--- config.mk ---
export PLATFORM = sky130hd
export DESIGN_NAME = volts_per_hertz_ramp_generator_unit
export DESIGN_NICKNAME = d
export VERILOG_FILES = /design/src/vfrg_pkg.sv /design/src/volts_per_hertz_ramp_generator_unit.sv
export SDC_FILE = /design/constraint.sdc
export NUM_CORES = 2
export LEC_CHECK = 0
export ABC_AREA = 1
export BUFFER_PORTS_ARGS = -buffer_cell sky130_fd_sc_hd__buf_2
export CAP_MARGIN = 20
export CORE_MARGIN = 2
export CORE_UTILIZATION = 62
export CTS_BUF_LIST = sky130_fd_sc_hd__clkbuf_2 sky130_fd_sc_hd__clkbuf_4 sky130_fd_sc_hd__clkbuf_8
export CTS_CLUSTER_DIAMETER = 30
export DETAILED_ROUTE_END_ITERATION = 6
export GPL_TIMING_DRIVEN = 0
export PLACE_DENSITY_LB_ADDON = 0.08
export SLEW_MARGIN = 20
export SYNTH_ARGS = -nofsm -noshare
export SYNTH_HDL_FRONTEND = slang
export SYNTH_SLANG_ARGS = --single-unit
export TNS_END_PERCENT = 100
--- constraint.sdc ---
create_clock -name clk -period 11.9 [get_ports clk]
set_clock_uncertainty 0.15 [all_clocks]
set_input_delay 0.595 -clock clk [delete_from_list [all_inputs] [get_ports clk]]
set_output_delay 0.595 -clock clk [all_outputs]
set_load 0.01 [all_outputs]
--- src/vfrg_pkg.sv ---
// ----------------------------------------------------------------------------
// vfrg_pkg : shared types and constants of the V/f ramp generator
// Sequencer states, register indexes and the CORDIC arctangent table.
// ----------------------------------------------------------------------------
package vfrg_pkg;

	typedef enum logic [3:0] {
		ST_IDLE,
		ST_FREQ,
		ST_PMUL,
		ST_VSEL,
		ST_VMUL,
		ST_VDIV,
		ST_VOUT,
		ST_CINIT,
		ST_CORD,
		ST_DONE
	} state_t;

	localparam logic [2:0] REG_TARGET_FREQ  = 3'd0;
	localparam logic [2:0] REG_RAMP_STEP    = 3'd1;
	localparam logic [2:0] REG_NOMINAL_FREQ = 3'd2;
	localparam logic [2:0] REG_VOLT_MAX     = 3'd3;
	localparam logic [2:0] REG_VOLT_BOOST   = 3'd4;
	localparam logic [2:0] REG_PHASE_GAIN   = 3'd5;

	localparam int ATAN_ENTRIES = 24;
	// 1 / 1.64676 with 16 fraction bits
	localparam logic [15:0] CORDIC_SCALE = 16'd39797;

	typedef logic [29:0] atan_t [ATAN_ENTRIES];
	localparam atan_t ATAN_TABLE = '{
		30'h20000000, 30'h12E4051E, 30'h09FB385B, 30'h051111D4, 30'h028B0D43,
		30'h0145D7E1, 30'h00A2F61E, 30'h00517C55, 30'h0028BE53, 30'h00145F2F,
		30'h000A2F98, 30'h000517CC, 30'h00028BE6, 30'h000145F3, 30'h0000A2FA,
		30'h0000517D, 30'h000028BE, 30'h0000145F, 30'h00000A30, 30'h00000518,
		30'h0000028C, 30'h00000146, 30'h000000A3, 30'h00000051
	};

endpackage

--- src/volts_per_hertz_ramp_generator_unit.sv ---
// ----------------------------------------------------------------------------
// volts_per_hertz_ramp_generator_unit : scalar V/f drive reference
// Ramps frequency toward a target, derives voltage from the V/f line,
// advances the phase and rotates the voltage into d and q by CORDIC.
// ----------------------------------------------------------------------------
//  channel  | direction | handshake            | payload
//  ---------+-----------+----------------------+--------------------------------
//  input    | in        | in_valid / in_stall  | tick
//  output   | out       | out_valid / out_stall| out_freq out_voltage out_phase
//           |           |                      | out_d out_q
//  config   | in        | cfg_write            | cfg_index cfg_data
//
//  A tick runs the sequencer from idle through FREQ, PMUL, VSEL, VMUL, VDIV,
//  VOUT, CINIT, CORD (N CORDIC steps, N at most 24) and DONE back to idle;
//  the bit-serial multiplier (one multiplier bit a cycle) and the restoring
//  divider (one quotient bit a cycle) do the arithmetic. Above the knee or
//  at zero frequency the voltage multiply and divide are skipped. One tick
//  is in work at a time; the next transfer is taken while a finished result
//  waits on out_stall.
//  Reset clears frequency, phase and the sequencer.
// ----------------------------------------------------------------------------
module volts_per_hertz_ramp_generator_unit #(
	parameter int PHASE_BITS      = 32,
	parameter int TRIG_ITERATIONS = 16
) (
	input  logic                  clk,
	input  logic                  arst_n,
	input  logic                  in_valid,
	output logic                  in_stall,
	input  logic                  tick,
	output logic                  out_valid,
	input  logic                  out_stall,
	output logic [29:0]           out_freq,
	output logic [13:0]           out_voltage,
	output logic [31:0]           out_phase,
	output logic signed [14:0]    out_d,
	output logic signed [14:0]    out_q,
	input  logic                  cfg_write,
	input  logic [2:0]            cfg_index,
	input  logic [39:0]           cfg_data
);

	localparam int NITER = (TRIG_ITERATIONS > vfrg_pkg::ATAN_ENTRIES) ?
		vfrg_pkg::ATAN_ENTRIES : TRIG_ITERATIONS;
	localparam logic [5:0] MUL_STEPS = 6'd30;
	localparam logic [5:0] DIV_STEPS = 6'd45;
	localparam logic [5:0] CORD_STEPS = 6'(NITER);

	vfrg_pkg::state_t state_q, state_d;

	logic [29:0] target_freq_q, ramp_step_q, nominal_freq_q;
	logic [13:0] volt_max_q, volt_boost_q;
	logic [39:0] phase_gain_q;

	logic [29:0]           freq_q;
	logic [PHASE_BITS-1:0] phase_q;
	logic [13:0]           volt_q;
	logic                  neg_q;
	logic [5:0]            cnt_q;

	logic [40:0] mul_hi_q;
	logic [29:0] mul_lo_q;
	logic [39:0] mcand_q;
	logic [40:0] mul_sum;
	logic [69:0] product;

	logic [44:0] dvd_q;
	logic [30:0] rem_q;
	logic [30:0] div_try;
	logic        div_ge;

	logic signed [33:0] x_q, y_q, xs, ys;
	logic signed [32:0] z_q;
	logic [1:0]         quad_q;
	logic [31:0]        ph32, ang;

	logic [29:0]        freq_next, diff;
	logic signed [14:0] slope;
	logic [13:0]        slope_mag;
	logic signed [17:0] xr, yr, cval, sval, vlim;
	logic [33:0]        x_init;

	logic in_xfer, out_xfer, out_load;

	assign in_stall = (state_q != vfrg_pkg::ST_IDLE);
	assign in_xfer  = in_valid && !in_stall;
	assign out_xfer = out_valid && !out_stall;
	assign out_load = (state_q == vfrg_pkg::ST_DONE) && (!out_valid || !out_stall);

	// ramp toward the target, landing on it inside one step
	always_comb begin
		diff = (target_freq_q > freq_q) ? target_freq_q - freq_q : freq_q - target_freq_q;
		if (freq_q == target_freq_q || diff < ramp_step_q)
			freq_next = target_freq_q;
		else if (target_freq_q > freq_q)
			freq_next = freq_q + ramp_step_q;
		else
			freq_next = freq_q - ramp_step_q;
	end

	assign mul_sum = mul_hi_q + (mul_lo_q[0] ? {1'b0, mcand_q} : 41'd0);
	assign product = {mul_hi_q[39:0], mul_lo_q};

	assign div_try = {rem_q[29:0], dvd_q[44]};
	assign div_ge  = div_try >= {1'b0, nominal_freq_q};

	assign slope     = $signed({1'b0, volt_max_q}) - $signed({1'b0, volt_boost_q});
	assign slope_mag = slope[14] ? 14'(-slope) : slope[13:0];
	assign x_init    = 34'(volt_q * vfrg_pkg::CORDIC_SCALE);

	generate
		if (PHASE_BITS >= 32) begin : g_ph_wide
			assign ph32 = phase_q[PHASE_BITS-1 -: 32];
		end else begin : g_ph_narrow
			assign ph32 = {phase_q, {(32-PHASE_BITS){1'b0}}};
		end
	endgenerate

	assign ang = ph32 + 32'h2000_0000;
	assign xs  = x_q >>> cnt_q[4:0];
	assign ys  = y_q >>> cnt_q[4:0];

	// round, map back by quadrant and clamp to the amplitude
	always_comb begin
		xr   = 18'((x_q + 34'sd32768) >>> 16);
		yr   = 18'((y_q + 34'sd32768) >>> 16);
		vlim = $signed({4'd0, volt_q});
		case (quad_q)
			2'd0:    begin cval = xr;  sval = yr;  end
			2'd1:    begin cval = -yr; sval = xr;  end
			2'd2:    begin cval = -xr; sval = -yr; end
			default: begin cval = yr;  sval = -xr; end
		endcase
		if (cval > vlim) cval = vlim;
		else if (cval < -vlim) cval = -vlim;
		if (sval > vlim) sval = vlim;
		else if (sval < -vlim) sval = -vlim;
	end

	always_comb begin
		state_d = state_q;
		unique case (state_q)
			vfrg_pkg::ST_IDLE:  if (in_xfer && tick) state_d = vfrg_pkg::ST_FREQ;
			vfrg_pkg::ST_FREQ:  state_d = vfrg_pkg::ST_PMUL;
			vfrg_pkg::ST_PMUL:  if (cnt_q == MUL_STEPS) state_d = vfrg_pkg::ST_VSEL;
			vfrg_pkg::ST_VSEL:  begin
				if (freq_q > nominal_freq_q || freq_q == 30'd0)
					state_d = vfrg_pkg::ST_CINIT;
				else
					state_d = vfrg_pkg::ST_VMUL;
			end
			vfrg_pkg::ST_VMUL:  if (cnt_q == MUL_STEPS) state_d = vfrg_pkg::ST_VDIV;
			vfrg_pkg::ST_VDIV:  if (cnt_q == DIV_STEPS) state_d = vfrg_pkg::ST_VOUT;
			vfrg_pkg::ST_VOUT:  state_d = vfrg_pkg::ST_CINIT;
			vfrg_pkg::ST_CINIT: state_d = vfrg_pkg::ST_CORD;
			vfrg_pkg::ST_CORD:  if (cnt_q == CORD_STEPS) state_d = vfrg_pkg::ST_DONE;
			vfrg_pkg::ST_DONE:  if (out_load) state_d = vfrg_pkg::ST_IDLE;
			default:            state_d = vfrg_pkg::ST_IDLE;
		endcase
	end

	always_ff @(posedge clk or negedge arst_n) begin
		if (!arst_n) begin
			state_q <= vfrg_pkg::ST_IDLE;
		end else begin
			state_q <= state_d;
		end
	end

	always_ff @(posedge clk or negedge arst_n) begin
		if (!arst_n) begin
			target_freq_q  <= 30'd100000000;
			ramp_step_q    <= 30'd833;
			nominal_freq_q <= 30'd50000000;
			volt_max_q     <= 14'd10000;
			volt_boost_q   <= 14'd1000;
			phase_gain_q   <= 40'd15372286728;
		end else if (cfg_write) begin
			unique case (cfg_index)
				vfrg_pkg::REG_TARGET_FREQ:  target_freq_q  <= cfg_data[29:0];
				vfrg_pkg::REG_RAMP_STEP:    ramp_step_q    <= cfg_data[29:0];
				vfrg_pkg::REG_NOMINAL_FREQ: nominal_freq_q <= cfg_data[29:0];
				vfrg_pkg::REG_VOLT_MAX:     volt_max_q     <= cfg_data[13:0];
				vfrg_pkg::REG_VOLT_BOOST:   volt_boost_q   <= cfg_data[13:0];
				vfrg_pkg::REG_PHASE_GAIN:   phase_gain_q   <= cfg_data;
				default: ;
			endcase
		end
	end

	always_ff @(posedge clk or negedge arst_n) begin
		if (!arst_n) begin
			freq_q    <= '0;
			phase_q   <= '0;
			out_valid <= 1'b0;
		end else begin
			if (state_q == vfrg_pkg::ST_FREQ)
				freq_q <= freq_next;
			if (state_q == vfrg_pkg::ST_PMUL && cnt_q == MUL_STEPS)
				phase_q <= phase_q + product[64-PHASE_BITS +: PHASE_BITS];
			if (out_load)
				out_valid <= 1'b1;
			else if (out_xfer)
				out_valid <= 1'b0;
		end
	end

	always_ff @(posedge clk) begin
		unique case (state_q)
			vfrg_pkg::ST_IDLE: cnt_q <= '0;
			vfrg_pkg::ST_FREQ: begin
				// phase increment multiplier: frequency bits shift out LSB first
				mcand_q  <= phase_gain_q;
				mul_hi_q <= '0;
				mul_lo_q <= freq_next;
				cnt_q    <= '0;
			end
			vfrg_pkg::ST_PMUL, vfrg_pkg::ST_VMUL: begin
				if (cnt_q != MUL_STEPS) begin
					mul_hi_q <= {1'b0, mul_sum[40:1]};
					mul_lo_q <= {mul_sum[0], mul_lo_q[29:1]};
					cnt_q    <= cnt_q + 6'd1;
				end else begin
					cnt_q <= '0;
					dvd_q <= 45'(product[43:0]) + 45'(nominal_freq_q >> 1);
					rem_q <= '0;
				end
			end
			vfrg_pkg::ST_VSEL: begin
				cnt_q    <= '0;
				mcand_q  <= {10'd0, freq_q};
				mul_hi_q <= '0;
				mul_lo_q <= {16'd0, slope_mag};
				neg_q    <= slope[14];
				volt_q   <= (freq_q > nominal_freq_q) ? volt_max_q : volt_boost_q;
			end
			vfrg_pkg::ST_VDIV: begin
				if (cnt_q != DIV_STEPS) begin
					rem_q <= div_ge ? div_try - {1'b0, nominal_freq_q} : div_try;
					dvd_q <= {dvd_q[43:0], div_ge};
					cnt_q <= cnt_q + 6'd1;
				end
			end
			vfrg_pkg::ST_VOUT:
				volt_q <= neg_q ? volt_boost_q - dvd_q[13:0] : volt_boost_q + dvd_q[13:0];
			vfrg_pkg::ST_CINIT: begin
				x_q    <= x_init;
				y_q    <= '0;
				z_q    <= $signed({3'd0, ang[29:0]}) - 33'sh2000_0000;
				quad_q <= ang[31:30];
				cnt_q  <= '0;
			end
			vfrg_pkg::ST_CORD: begin
				if (cnt_q != CORD_STEPS) begin
					cnt_q <= cnt_q + 6'd1;
					if (!z_q[32]) begin
						x_q <= x_q - ys;
						y_q <= y_q + xs;
						z_q <= z_q - $signed({3'd0, vfrg_pkg::ATAN_TABLE[cnt_q[4:0]]});
					end else begin
						x_q <= x_q + ys;
						y_q <= y_q - xs;
						z_q <= z_q + $signed({3'd0, vfrg_pkg::ATAN_TABLE[cnt_q[4:0]]});
					end
				end
			end
			vfrg_pkg::ST_DONE: begin
				if (out_load) begin
					out_freq    <= freq_q;
					out_voltage <= volt_q;
					out_phase   <= ph32;
					out_d       <= cval[14:0];
					out_q       <= sval[14:0];
				end
			end
			default: ;
		endcase
	end

`ifndef SYNTHESIS
	a_load_from_done: assert property (@(posedge clk) disable iff (!arst_n)
		$rose(out_valid) |-> $past(state_q) == vfrg_pkg::ST_DONE)
		else $error("result raised outside the final state");
	a_cord_bound: assert property (@(posedge clk) disable iff (!arst_n)
		state_q == vfrg_pkg::ST_CORD |-> cnt_q <= CORD_STEPS)
		else $error("CORDIC step count overran");
	a_freq_hold: assert property (@(posedge clk) disable iff (!arst_n)
		state_q != vfrg_pkg::ST_FREQ |=> $stable(freq_q))
		else $error("frequency moved outside its update step");
	a_volt_range: assert property (@(posedge clk) disable iff (!arst_n)
		out_load |-> (volt_q >= volt_boost_q && volt_q <= volt_max_q)
		|| (volt_q <= volt_boost_q && volt_q >= volt_max_q))
		else $error("voltage left the boost to max band");
`endif

endmodule
Word-level counts from Yosys, hierarchy flattened:

Memories as Yosys holds them, arrays and structs flattened.
Cells that the tools add are included.

* multiply operators: 1
* muxes and demuxes: 51
* magnitude comparators: 9
* bitwise logic cells: 1
* shifts and indexed selects: 2
* reductions and logical operators: 40
* equal/unequal tests: 33
* $add $sub $neg: 26

Operators with widths (number)
* $mux 30: 9
* $mux 34: 4
* $pmux 34 s2: 2
* $sub 30x30->30: 4
* $pmux 18 s3: 2
* $mux 45: 2
* $pmux 30 s3: 1
* $pmux 45 s2: 1
* $pmux 41 s2: 1
* $pmux 40 s2: 1
* $mux 14: 5
* $add 34x17->34 const B: 2
* $add 34x34->34: 2
* $sshr 34x5->34: 2
* $sub 34x34->34: 2
* $mux 33: 2
* $pmux 33 s2: 1
* $gt 30x30->1: 2
* $pmux 30 s2: 1
* $add 44x29->45: 1
* $add 41x40->41: 1
* $mux 41: 1
* $mux 40: 1
* $pmux 4 s10: 1
* 57 further kinds: 112

* register bits after elaboration: 641
* input port bits: 49
* memory bits (read-only): 960
* word-level logic and storage cells: 193
* memories kept: 1
* output and inout port bits: 108

Memories
* (name not given): words 32, bits a word 30, read ports 1, clocked after Yosys merged registers in 0, write ports 0, RTL line volts_per_hertz_ramp_generator_unit.sv:263 `z_q <= z_q + $signed({3'd0, vfrg_pkg::ATAN_TABLE[cnt_q[4:0]]});`

Logic depth before layout (Yosys ltp):

* depth in word-level cells: 8
* depth in mapped cells: 35
* gate-level depth less buffers: 34

Worst setup path before layout:

No wires, ideal clock.

* kind: reg2reg
* start point: reg state_q[0]
* end point: reg x_q[0] (enable)
* cell stages (with the launch flop): 8
* setup slack: 2.283 ns
* arrival: 8.767 ns
* data required time: 11.050 ns
* period minus slack after synthesis: 9.617 ns
* buffers on the path: 2
* library setup time: 0.700 ns
* path through: dfrtp_1 > nor2_1 > inv_1 > nor3_1 > clkinv_1 > clkbuf_1 > clkbuf_1 > o21ai_0

* longest elaborated chain between the ends: 3
* elaborated cells between the ends (all ways): 5
* classes of those cells: eq/ne: 3; reduce/logical: 2

Ends and longest elaborated chain
* start: declaration: RTL line volts_per_hertz_ramp_generator_unit.sv:49 `vfrg_pkg::state_t state_q, state_d;`
* start signal: assignment: RTL line volts_per_hertz_ramp_generator_unit.sv:164 `state_q <= vfrg_pkg::ST_IDLE;`
* start signal: assignment: RTL line volts_per_hertz_ramp_generator_unit.sv:166 `state_q <= state_d;`
* $eq 4x4->1 / $eq 4x3->1 (equally long branches): RTL line volts_per_hertz_ramp_generator_unit.sv:209 `unique case (state_q)`
* $ne 2x2->1 (no line) / $reduce_bool 2->1 (equally long branches)
* $reduce_and 2->1 (no line) *
* end signal: assignment: RTL line volts_per_hertz_ramp_generator_unit.sv:247 `x_q <= x_init;`
* end signal: assignment: RTL line volts_per_hertz_ramp_generator_unit.sv:257 `x_q <= x_q - ys;`
* end signal: assignment: RTL line volts_per_hertz_ramp_generator_unit.sv:261 `x_q <= x_q + ys;`
* end: declaration: RTL line volts_per_hertz_ramp_generator_unit.sv:72 `logic signed [33:0] x_q, y_q, xs, ys;`

Every way passes the cells marked *; elsewhere a longest branch is shown, timed or not.
A chain may end at the register's enable or synchronous reset.

Worst setup path after layout:

* start point: reg freq_q[15]
* end point: reg mul_lo_q[13] (data pin)

* longest elaborated chain between the ends: 6
* elaborated cells between the ends (all ways): 10
* classes of those cells: add/sub: 2; order compare: 2; eq/ne: 1; mux: 4; reduce/logical: 1

Ends and longest elaborated chain
* start: declaration: RTL line volts_per_hertz_ramp_generator_unit.sv:55 `logic [29:0] freq_q;`
* start signal: assignment: RTL line volts_per_hertz_ramp_generator_unit.sv:198 `freq_q <= freq_next;`
* $sub 30x30->30 / $gt 30x30->1 (equally long branches): RTL line volts_per_hertz_ramp_generator_unit.sv:92, volts_per_hertz_ramp_generator_unit.sv:95
* $mux 30: RTL line volts_per_hertz_ramp_generator_unit.sv:92 `diff = (target_freq_q > freq_q) ? target_freq_q - freq_q : freq_q - target_freq_q;`
* $lt 30x30->1: RTL line volts_per_hertz_ramp_generator_unit.sv:93 `if (freq_q == target_freq_q || diff < ramp_step_q)`
* $logic_or 1x1->1: RTL line volts_per_hertz_ramp_generator_unit.sv:93
* $mux 30 *: RTL line volts_per_hertz_ramp_generator_unit.sv:93
* $pmux 30 s3 *: RTL line volts_per_hertz_ramp_generator_unit.sv:209
* end signal: assignment: RTL line volts_per_hertz_ramp_generator_unit.sv:215 `mul_lo_q <= freq_next;`
* end signal: assignment: RTL line volts_per_hertz_ramp_generator_unit.sv:221 `mul_lo_q <= {mul_sum[0], mul_lo_q[29:1]};`
* end signal: assignment: RTL line volts_per_hertz_ramp_generator_unit.sv:233 `mul_lo_q <= {16'd0, slope_mag};`
* end: declaration: RTL line volts_per_hertz_ramp_generator_unit.sv:62 `logic [29:0] mul_lo_q;`

Marked as above.

==> results.sh <==
export IMPL_outcome="complete, but fails checks"
export IMPL_violations="DRC"
export IMPL_antenna_found_initial=13
export IMPL_final_max_slew_viol_count=0
export IMPL_postRouteAntennaNets=0
export IMPL_max_freq_mhz=138
export IMPL_coreArea_um2=99900
export IMPL_clkTransAtPathRegs_ns=0.06
export IMPL_path_class="reg -> reg"
export IMPL_rows=116
export IMPL_initialDrtViolationCount=8399
export IMPL_drc_errors=20
export IMPL_tightestPinTransition_ns=1.23
export IMPL_fin_area_um2=69100
export IMPL_initial_utilization=0.624
export IMPL_finalCriticalPeriod_ns=7.26
export IMPL_vias=67200
export IMPL_cap_viol_max_count=0
export IMPL_synth_nets=9501
export IMPL_finalHoldViolations=0
export IMPL_io_buffers=156
export IMPL_cp_max_fo=10
export IMPL_drtPass1Iterations=7
export IMPL_period_share=0.610
export IMPL_place_area_um2=65300
export IMPL_yosysTopAreaCell="edfxtp_1"
export IMPL_wirelength_um=245000
export IMPL_post_cts_buffers=0
export IMPL_grt_util_all_layers=0.464
export IMPL_layout_nets=9847
export IMPL_ys_flop_type="edfxtp_1"
export IMPL_r2r_start="freq_q[15]$_DFFE_PN0P_"
export IMPL_cts_tree="yes"
export IMPL_synthArstFlopShare=0.352
export IMPL_synth_distinct_cells=69
export IMPL_cts_buffers=147
export IMPL_pre_cts_ws_ns=4.93
export IMPL_hp_class="in -> reg"
export IMPL_io_pins=157
export IMPL_fp_dieH_um=321
export IMPL_vias_per_cell=6.38
export IMPL_yosysTopAreaCellShare=0.200
export IMPL_worst_ep_arrival_time_ns=7.74
export IMPL_required_ns=12.38
export IMPL_rsz0062_at_grt="no"
export IMPL_grt_max_degree=87
export IMPL_clock_sinks=640
export IMPL_layout_common_cells="nand2_1, inv_1, o21ai_0, a21oi_1, nor2_1"
export IMPL_min_from="cfg_data[4]"
export IMPL_finalWeightedCongestion=1.08
export IMPL_clkLatencyLatePin_ns=0.92
export IMPL_endpoint_kind="flip-flop"
export IMPL_startpoint="freq_q[15]$_DFFE_PN0P_"
export IMPL_cts_buffer_depth=3
export IMPL_critPathLaunchType="flip-flop"
export IMPL_setup_viol=0
export IMPL_synth_edf_count=415
export IMPL_ctsHtreeMaxLevel=4
export IMPL_layout_commonest_cell="nand2_1"
export IMPL_grt_pass1_vias=65000
export IMPL_synth_seq_cells=640
export IMPL_die_area_um2=103000
export IMPL_syn_avg_cell_area_um2=7.12
export IMPL_grt_overflow=0
export IMPL_synth_area_leaders="edfxtp_1, nand2_1, ha_1, dfrtp_1, o21ai_0"
export IMPL_ys_seq_area_frac=0.291
export IMPL_fin_setup_tns_ns=0
export IMPL_routedWlPerCell_um=23.3
export IMPL_syn_to_final_growth_pct=10.9
export IMPL_drive_gt1_frac=0.0776
export IMPL_ys_warn_count=0
export IMPL_fin_ws_ns=4.64
export IMPL_grt_first_pass_wirelength_um=367000
export IMPL_slew_headroom=0.179
export IMPL_netlist_area_um2=62300
export IMPL_syn_inst=8758
export IMPL_die_w_um=321
export IMPL_cts_root_buf="clkbuf_8"
export IMPL_dpl_hpwl_um=189000
-- per-layer routing --
layer / wire length, um / global-route usage / vias up
met2: 108000 / 0.733 / 4629
met5: 80 / 0 / -
li1: - / - / 30200
met1: 86400 / 0.528 / 30900
met4: 25000 / 0.404 / 12
met3: 26000 / 0.112 / 1430
-- timing repair --
action                    in CTS  in global routing
resized for setup              0                  0
hold endpoints to repair     130                  0
hold buffers                  22                  0
-- synthesized netlist by cell type (32+ instances only) --
library cell / instances
a21o_1: 40
a21oi_1: 705
a31oi_1: 52
buf_2: 38
clkbuf_1: 158
dfrtp_1: 172
dfstp_2: 53
edfxtp_1: 415
fa_1: 95
ha_1: 599
inv_1: 1056
nand2_1: 2231
nand2_2: 37
nand3_1: 634
nand4_1: 89
nor2_1: 645
nor3_1: 88
nor4_1: 32
o21a_1: 46
o21ai_0: 832
o21bai_1: 41
or2_2: 37
xnor2_1: 118
xor2_1: 202
-- cells by family after synthesis --
family | share of synthesized area
AND/OR/NAND/NOR | 0.264
AO/OA/AOI/OAI | 0.166
buffers and inverters | 0.0815
adder cells (fa/ha/maj) | 0.151
flip-flops | 0.291
XOR/XNOR | 0.0459
multiplexers | 0.000964
-- flip-flops by register name (all words and copies together) (netlist names), 32 cells and up --
name / flops
mcand_q: 40
phase_gain_q: 40
y_q: 34
out_phase: 32
dvd_q: 45
x_q: 34
z_q: 33
ph32: 32
mul_hi_q: 40
-- final cells by class --
class	instances	area (um2)
fillers	8059	30700
flip-flops and latches	640	18200
inverters	1080	4060
multi-input cells	6804	39200
well taps	1298	1620
repair buffers	197	1470
plain buffers	234	1030
clock inverters	98	1310
clock buffers	176	2280
diodes	10	25.0
-- worst paths after layout --
| kind | to | slack [ns] | depth (start not counted) |
|---|---|---|---|
| hold reg to reg | ramp_step_q[27]$_DFFE_PN0P_ | 0.34 | 2 |
| setup reg to reg | mul_lo_q[13]$_DFFE_PP_ | 4.64 | 25 |
| hold / removal | phase_gain_q[4]$_DFFE_PN0P_ | 0.06 | 3 |
| setup / recovery | mul_lo_q[13]$_DFFE_PP_ | 4.64 | 25 |
| max in group asynchronous | ph32[25]$_DFFE_PN0P_ | 10.17 | 4 |
| min in group asynchronous | ramp_step_q[5]$_DFFE_PN0P_ | 0.13 | 2 |
-- stage by stage --
stage | hold slack [ns] | std cells | util
final | 0.0624 | 10500 | 0.692
after global routing | 0.0461 | 10500 | 0.692
after CTS | 0.00494 | 10500 | 0.692
after detailed placement | 0.323 | 10200 | 0.654
after global placement | 0.314 | 10200 | 0.648
after floorplan | 0.149 | 8758 | -
-- critical path, stage by stage (launching register included) --
cell and delay (ns):
dfrtp_1 0.57, ha_1 0.38, clkbuf_2 0.23, nand2_1 0.14
nor2_1 0.33, nand2_1 0.12, nor2_1 0.20, nand4_1 0.21
nand2_1 0.17, clkinv_1 0.38, clkbuf_1 0.47, o21ai_0 0.78
xnor2_1 0.20, inv_1 0.07, ha_1 0.29, nand2_1 0.09
nor2_1 0.06, nand4_1 0.12, a31oi_1 0.08, a211oi_1 0.49
nand2_1 0.11, nand2_1 0.24, clkbuf_1 0.57, o21ai_0 0.33
nand2_1 0.15, nand3_1 0.08
Power is not shown: default switching activity piles up to over one toggle a cycle in this logic, so the estimate is an artifact.
